$ cat config.mk
export PLATFORM = sky130hd
export DESIGN_NAME = xor_checked_frame_builder_unit
export DESIGN_NICKNAME = d
export VERILOG_FILES = /design/src/rtl/xcfb_pkg.sv /design/src/rtl/xor_checked_frame_builder_unit.sv
export SDC_FILE = /design/constraint.sdc
export NUM_CORES = 1
export LEC_CHECK = 0
export ABC_AREA = 1
export BUFFER_PORTS_ARGS = -buffer_cell sky130_fd_sc_hd__buf_2
export CORE_MARGIN = 2
export CORE_UTILIZATION = 50
export CTS_CLUSTER_SIZE = 8
export DETAILED_ROUTE_END_ITERATION = 10
export PLACE_DENSITY = 0.73
export REMOVE_ABC_BUFFERS = 1
export SETUP_SLACK_MARGIN = 0.05
export SLEW_MARGIN = 10
export SYNTH_ARGS = -nofsm -noshare
export SYNTH_HDL_FRONTEND = slang
export SYNTH_SLANG_ARGS = --single-unit
$ cat constraint.sdc
create_clock -name clk -period 3.66 [get_ports clk]
set_clock_uncertainty 0.2 [all_clocks]
set_input_delay 0.366 -clock clk [delete_from_list [all_inputs] [get_ports clk]]
set_output_delay 0.366 -clock clk [all_outputs]
set_load 0.02 [all_outputs]
$ cat src/rtl/xcfb_pkg.sv
`timescale 1ns / 1ps
// ----------------------------------------------------------------------------
// xcfb_pkg
// shared types and constants for the xor checked frame builder
// ----------------------------------------------------------------------------
package xcfb_pkg;

    localparam logic [7:0] SYNC_BYTE = 8'hAA;
    localparam logic [7:0] BYTE_MASK = 8'hFF;

    // request kinds carried in the input tuser bit
    localparam logic REQ_START   = 1'b0;
    localparam logic REQ_PAYLOAD = 1'b1;

    // result slots of a start transaction
    localparam logic [2:0] SLOT_SYNC0 = 3'd0;
    localparam logic [2:0] SLOT_SYNC1 = 3'd1;
    localparam logic [2:0] SLOT_TYPE  = 3'd2;
    localparam logic [2:0] SLOT_LENHI = 3'd3;
    localparam logic [2:0] SLOT_LENLO = 3'd4;
    localparam logic [2:0] SLOT_CSUM  = 3'd5;

    // result slots of a payload transaction
    localparam logic [2:0] SLOT_DATA     = 3'd0;
    localparam logic [2:0] SLOT_DATA_SUM = 3'd1;

    typedef struct packed {
        logic [7:0]  data_byte;
        logic [15:0] payload_len;
        logic [7:0]  frame_type;
        logic        req_type;
    } in_item_t;

    typedef struct packed {
        logic [7:0] out_byte;
        logic       run_last;
        logic       frame_end;
        logic       stray_error;
    } result_t;

endpackage

$ cat src/rtl/xor_checked_frame_builder_unit.sv
`timescale 1ns / 1ps
// ----------------------------------------------------------------------------
// xor_checked_frame_builder_unit
// serial frame builder: header, pass-through payload, xor checksum byte
// ----------------------------------------------------------------------------
//
// channel   dir  tdata                                   tuser / tlast
// s_axis    in   [7:0] frame_type, [23:8] payload_len,   tuser: req_type
//                [31:24] data_byte
// m_axis    out  [7:0] out_byte                          tuser: [0] frame_end,
//                                                        [1] stray_error;
//                                                        tlast: run_last
//
// a start transaction yields 5 bytes (6 for an empty frame), a payload
// transaction 1 byte (2 on the last byte of a frame), a stray byte 1 result
// the result sequencer in the item register sets the rate, so a payload
// stream runs at one byte per cycle while m_axis is not back-pressured
// an item leaves the item register in the cycle its final result is loaded,
// and the next item can be taken in that same cycle
// reset clears the frame state, the item and output valid flags
// back-pressure on m_axis holds the output register and then the item register
// ----------------------------------------------------------------------------
module xor_checked_frame_builder_unit
(
    input  logic        clk,
    input  logic        rst_n,

    input  logic        s_axis_tvalid,
    output logic        s_axis_tready,
    input  logic [31:0] s_axis_tdata,   // frame_type, payload_len, data_byte
    input  logic        s_axis_tuser,   // req_type

    output logic        m_axis_tvalid,
    input  logic        m_axis_tready,
    output logic [7:0]  m_axis_tdata,   // out_byte
    output logic [1:0]  m_axis_tuser,   // frame_end, stray_error
    output logic        m_axis_tlast    // run_last
);

    // item register
    xcfb_pkg::in_item_t item_reg;
    xcfb_pkg::in_item_t item_next;
    logic               item_valid_reg;
    logic               item_valid_next;
    logic [2:0]         slot_reg;
    logic [2:0]         slot_next;

    // frame state
    logic               frame_open_reg;
    logic               frame_open_next;
    logic [15:0]        bytes_left_reg;
    logic [15:0]        bytes_left_next;
    logic [7:0]         running_xor_reg;
    logic [7:0]         running_xor_next;

    // output register
    xcfb_pkg::result_t  out_reg;
    xcfb_pkg::result_t  out_next;
    logic               out_valid_reg;
    logic               out_valid_next;

    xcfb_pkg::result_t  res;
    logic               s_accept;
    logic               load;
    logic               item_done;
    logic [7:0]         len_hi;
    logic [7:0]         len_lo;
    logic [7:0]         hdr_xor;
    logic [7:0]         data_xor;
    logic [15:0]        left_dec;
    logic               len_zero;
    logic               last_byte;

    assign len_hi    = item_reg.payload_len[15:8];
    assign len_lo    = item_reg.payload_len[7:0];
    assign len_zero  = (item_reg.payload_len == 16'd0);
    assign hdr_xor   = item_reg.frame_type ^ len_hi ^ len_lo;
    assign data_xor  = running_xor_reg ^ item_reg.data_byte;
    assign left_dec  = bytes_left_reg - 16'd1;
    assign last_byte = (left_dec == 16'd0);

    // result for the current slot of the held item
    always_comb
    begin
        res = '0;
        case (item_reg.req_type)
            xcfb_pkg::REQ_START:
            begin
                case (slot_reg)
                    xcfb_pkg::SLOT_SYNC0:
                    begin
                        res.out_byte = xcfb_pkg::SYNC_BYTE;
                    end
                    xcfb_pkg::SLOT_SYNC1:
                    begin
                        res.out_byte = xcfb_pkg::SYNC_BYTE;
                    end
                    xcfb_pkg::SLOT_TYPE:
                    begin
                        res.out_byte = item_reg.frame_type;
                    end
                    xcfb_pkg::SLOT_LENHI:
                    begin
                        res.out_byte = len_hi;
                    end
                    xcfb_pkg::SLOT_LENLO:
                    begin
                        res.out_byte = len_lo;
                        res.run_last = !len_zero;
                    end
                    default:
                    begin
                        // checksum of an empty frame
                        res.out_byte  = hdr_xor;
                        res.run_last  = 1'b1;
                        res.frame_end = 1'b1;
                    end
                endcase
            end
            default:
            begin
                if (!frame_open_reg)
                begin
                    // stray payload byte, dropped
                    res.run_last    = 1'b1;
                    res.stray_error = 1'b1;
                end
                else if (slot_reg == xcfb_pkg::SLOT_DATA)
                begin
                    res.out_byte = item_reg.data_byte & xcfb_pkg::BYTE_MASK;
                    res.run_last = !last_byte;
                end
                else
                begin
                    // checksum after the last payload byte
                    res.out_byte  = data_xor;
                    res.run_last  = 1'b1;
                    res.frame_end = 1'b1;
                end
            end
        endcase
    end

    assign load          = item_valid_reg && (!out_valid_reg || m_axis_tready);
    assign item_done     = load && res.run_last;
    assign s_axis_tready = !item_valid_reg || item_done;
    assign s_accept      = s_axis_tvalid && s_axis_tready;

    always_comb
    begin
        item_next.req_type    = s_axis_tuser;
        item_next.frame_type  = s_axis_tdata[7:0];
        item_next.payload_len = s_axis_tdata[23:8];
        item_next.data_byte   = s_axis_tdata[31:24];

        item_valid_next  = item_valid_reg;
        slot_next        = slot_reg;
        frame_open_next  = frame_open_reg;
        bytes_left_next  = bytes_left_reg;
        running_xor_next = running_xor_reg;
        out_next         = res;
        out_valid_next   = out_valid_reg;

        if (load)
        begin
            out_valid_next = 1'b1;
        end
        else if (m_axis_tready)
        begin
            out_valid_next = 1'b0;
        end

        if (item_done)
        begin
            item_valid_next = 1'b0;
            slot_next       = 3'd0;
        end
        else if (load)
        begin
            slot_next = slot_reg + 3'd1;
        end

        if (s_accept)
        begin
            item_valid_next = 1'b1;
        end

        // frame state moves once the last result of the transaction is loaded
        if (item_done)
        begin
            if (item_reg.req_type == xcfb_pkg::REQ_START)
            begin
                running_xor_next = hdr_xor;
                frame_open_next  = !len_zero;
                bytes_left_next  = item_reg.payload_len;
            end
            else if (frame_open_reg)
            begin
                running_xor_next = data_xor;
                bytes_left_next  = left_dec;
                frame_open_next  = !last_byte;
            end
        end
    end

    always_ff @(posedge clk or negedge rst_n)
    begin
        if (!rst_n)
        begin
            item_valid_reg  <= 1'b0;
            slot_reg        <= 3'd0;
            frame_open_reg  <= 1'b0;
            bytes_left_reg  <= 16'd0;
            running_xor_reg <= 8'd0;
            out_valid_reg   <= 1'b0;
        end
        else
        begin
            item_valid_reg  <= item_valid_next;
            slot_reg        <= slot_next;
            frame_open_reg  <= frame_open_next;
            bytes_left_reg  <= bytes_left_next;
            running_xor_reg <= running_xor_next;
            out_valid_reg   <= out_valid_next;
        end
    end

    // payload registers, no reset
    always_ff @(posedge clk)
    begin
        if (s_accept)
        begin
            item_reg <= item_next;
        end
        if (load)
        begin
            out_reg <= out_next;
        end
    end

    assign m_axis_tvalid   = out_valid_reg;
    assign m_axis_tdata    = out_reg.out_byte;
    assign m_axis_tlast    = out_reg.run_last;
    assign m_axis_tuser[0] = out_reg.frame_end;
    assign m_axis_tuser[1] = out_reg.stray_error;

    // a held item that is not finished keeps its contents
    a_item_hold: assert property (@(posedge clk) disable iff (!rst_n)
        item_valid_reg && !item_done |=> item_valid_reg && $stable(item_reg))
        else $error("item register changed before its last result");

    // slot never runs past the checksum of an empty frame
    a_slot_range: assert property (@(posedge clk) disable iff (!rst_n)
        slot_reg <= xcfb_pkg::SLOT_CSUM)
        else $error("result slot out of range");

    // a checksum or error result always closes the transaction
    a_end_last: assert property (@(posedge clk) disable iff (!rst_n)
        out_valid_reg && (out_reg.frame_end || out_reg.stray_error) |-> out_reg.run_last)
        else $error("checksum or error result without tlast");

    // an error result carries a zero byte and no checksum flag
    a_stray_zero: assert property (@(posedge clk) disable iff (!rst_n)
        out_valid_reg && out_reg.stray_error |-> out_reg.out_byte == 8'd0 && !out_reg.frame_end)
        else $error("error result with nonzero byte");

    // an open frame always expects at least one more byte
    a_open_left: assert property (@(posedge clk) disable iff (!rst_n)
        frame_open_reg |-> bytes_left_reg != 16'd0)
        else $error("open frame with no bytes left");

endmodule
==> flow_results.org <==
** Clocking
- CTS tree :: yes
- Post-cts sizing count :: 0
- Clock tree synthesis inserted a total of 9 buffers.
- At the later pin of the worst-skew pair, clock insertion delay measures 0.37 ns.
- Register clock-pin slew on the reported worst setup and hold paths :: around 0.08 ns
- Post-CTS Hold Fix Bufs :: 34
- Htree depth :: 3
- Clock tree root driver cell :: clkbuf_8
- Postcts setup bufs :: 0
- For this design, the sink count on the clock tree is 74.
- Maximum clock path buffer count :: 2

** GRT
- The first global-routing pass estimated 17500 um of wire.
- The number of antenna violations at the first check in global routing came to 0.
- Via count of the first global-routing pass :: about 3500
- GRT Util Overall :: 26.1%
- Entering global routing, the biggest net connects 41 pins.
- The total overflow left after global routing is 0.

** Die
- From left edge to right edge, the die measures 94.5 um.
- I/O pin cnt :: 50
- Std-Cell Rows :: 32
- Measured along the y axis, the die boundary spans 94.5 um.
- The core region is 7850 um2.
- The initial utilization of the core area, before any placement, comes to 52.1%.
- Die Outline Area :: 8920 um2

** Finish
- Cells fill 63.5% of the core in the end.
- From synthesis to final layout, the design area changed by 21.9%.
- Of the cells placed in the final design, the portion with a size suffix greater than 1 is approximately 15%.
- ANT cells :: 0
- The net count of the finished layout is 610.
- Max FFs per register :: 33
- Once layout is complete, the cells apart from fillers number 673.

** Synthesis
- In the synthesized netlist, the cells that appear most often are nand2_1, edfxtp_1, inv_1.
- Most used standard cell by instance count after synthesis :: nand2_1
- Yosys synthesis warning count :: 0
- Counting flops with a built-in enable in the synthesized netlist gives 44.
- Number of instances in the synthesized netlist :: between 400 and 500
- Avg Cell Area, Syn :: 8.49 um2
- The synthesized design spends more area on one cell type than any other, namely edfxtp_1.
- After synthesis the netlist holds a flip-flop and latch count of between 70 and 80.
- After synthesis, the share of flip-flops with an asynchronous set or reset is 40.5%.
- Post-synthesis cell type count :: 34
- Sequential area share after synthesis :: 50.6%
- The mapped netlist covers slightly above 4000 um2.
- The most used flip-flop cell after synthesis is edfxtp_1.
- Summed over its instances, the top area cell type makes up between 30% and 40% of the synthesized netlist area.
- By area the synthesized netlist is led by edfxtp_1, dfrtp_1, nand2_1.

** Detailed routing
- Average routed wire per standard cell :: roughly 16 um
- Total iterations of the first detailed-routing run :: 5
- The final route contains 3663 vias.
- Detailed-route vias per instance :: 5.44
- Number of nets with antenna violations after detailed routing :: 0
- After detailed routing, the total wire length is between 10000 and 15000 um.
- Number of violations reported at the end of detailed-routing iteration 0 :: 310
- Number of remaining DRC errors :: 0

** STA
- Setup repair after global routing left no endpoint under its margin.
- Count of final hold-check violations :: 0
- Transition at the pin with the smallest max-transition slack :: ~0.74 ns
- The final critical path takes up a little under nine tenths of the cycle.
- The count of pins over their slew limit was 0.
- Static timing analysis puts the maximum clock frequency at 320 MHz.
- Max_slew headroom :: 50.6%
- Subtracting the final worst setup slack from the clock period gives 3.13 ns.
- Setup violations remaining at the end of the flow were counted as 0.
- In the post-route analysis, the smallest setup slack over all paths is ~0.53 ns.

** Outcome
- The flow ran to the end, and the final reports show no timing, DRC or antenna violations.

** Place
- Once detailed placement completed, the half-perimeter wirelength came to 7030 um.
- Number of port buffers :: about 50
- At the end of routability-driven placement, the weighted congestion stood at 0.919.
- Total placed cells including tap cells :: 623
- At the placement stage, the worst setup path has a slack of 0.792 ns.

** Power
- In this run the static leakage power is 2.25 nW.
- Cell Pwr Density :: 806 nW/um2
- Maximum vdd ir drop :: 0.000435 V

** Worst setup path
- The critical path is of the flip-flop to output port type.
- Worst Setup End Kind :: output port
- The most critical setup path has its startpoint at bytes_left_reg[0].
- Data on the critical path is required at its endpoint by 3.09 ns.
- Of all nets on the critical path, the largest fanout is 5.
- The startpoint identified for the worst register-to-register timing path is slot_reg[0].
- At the worst endpoint, the arrival time is ~2.6 ns.
- Cell count of the worst reg-to-reg path :: 12
- The worst setup path is launched from a flip-flop.

** Run
- Count of maximum capacitance violations :: 0

** Min path
- Startpoint of the most critical hold path :: s_axis_tvalid
- Classification of the worst-slack hold path :: input port to flip-flop
- Counting instances, the worst hold path has a depth of 3.
[cells by family (layout without fill, tap and decap cells)]
kind of cell	Yosys count	after routing	synth area share [%]
compound gates	64	64	8.65
xor+xnor	26	26	5.57
fa+ha+maj	7	7	2.14
simple gates	248	248	26.8
buf+inv	63	152	6.21
flops	74	74	50.6
[critical path, stage by stage, from the launching register on]
cell	delay, ns
dfrtp_1	0.41
inv_1	0.12
ha_1	0.25
nand2_2	0.13
nor2_2	0.18
xnor2_1	0.19
nand3_1	0.13
nor2_1	0.11
nand2_1	0.08
nand2_2	0.11
nand2_4	0.07
nand2_1	0.14
nand2_1	0.11
buf_2	0.17
[power breakdown]
group	total [W]	internal, W	switching [W]
Combinational	0.00190	0.000655	0.00124
Clock	0.000647	0.000316	0.000331
Sequential	0.00147	0.00123	0.000246
Total	0.00402	0.00220	0.00182
[through the flow]
step,hold slack (ns),power (W),cell area (um2),setup TNS [ns]
CTS,0.0358,0.00400,4990,0
global route,0.0796,0.00435,4990,0
floorplan,-0.130,0.00276,4010,-14.56
global placement,0.278,0.00329,4450,0
detailed placement,0.277,0.00333,4450,0
finish,0.0356,0.00402,4990,0
[worst paths after layout]
| check | to | slack, ns |
|---|---|---|
| min in group asynchronous | bytes_left_reg[10] | 0.40 |
| min | item_valid_reg | 0.04 |
| min reg2reg | running_xor_reg[5] | 0.30 |
| max in group asynchronous | bytes_left_reg[2] | 2.39 |
| max reg2reg | item_reg[8] | 0.68 |
| max | s_axis_tready | 0.53 |
[routing by layer]
layer	GRT usage [%]	wire (um)
met5	0	0
met4	9.66	189
met3	5.19	627
met2	42.0	5000
met1	35.2	4700
[cell type report]
class	count	area (um2)
clock buffer	10	128
clock inverter	6	67.6
fill	706	2860
inverter	45	169
multi-input combinational	345	1780
sequential	74	2070
tap	102	128
timing repair buffer	91	646
[cell usage in the layout (no fill, tap or decap), types with 2 or more instances in the layout]
| cell | instances |
|---|---|
| o21ai_1 | 3 |
| nand2_2 | 3 |
| clkinv_4 | 2 |
| clkbuf_8 | 9 |
| edfxtp_1 | 44 |
| a221oi_1 | 4 |
| o21ai_0 | 40 |
| nand3_1 | 19 |
| nor2_4 | 2 |
| o22ai_1 | 4 |
| xor2_1 | 7 |
| buf_4 | 8 |
| nor2_2 | 3 |
| nand3b_1 | 3 |
| a31oi_1 | 3 |
| a21oi_1 | 5 |
| dlygate4sd3_1 | 34 |
| clkinvlp_4 | 2 |
| ha_1 | 7 |
| nor3_1 | 3 |
| buf_2 | 49 |
| nand4_1 | 26 |
| dfrtp_1 | 30 |
| inv_2 | 4 |
| nor2_1 | 34 |
| inv_1 | 41 |
| xnor2_1 | 19 |
| nand2_1 | 149 |
| nor4_1 | 3 |
Power figures use the tool's default switching activity.
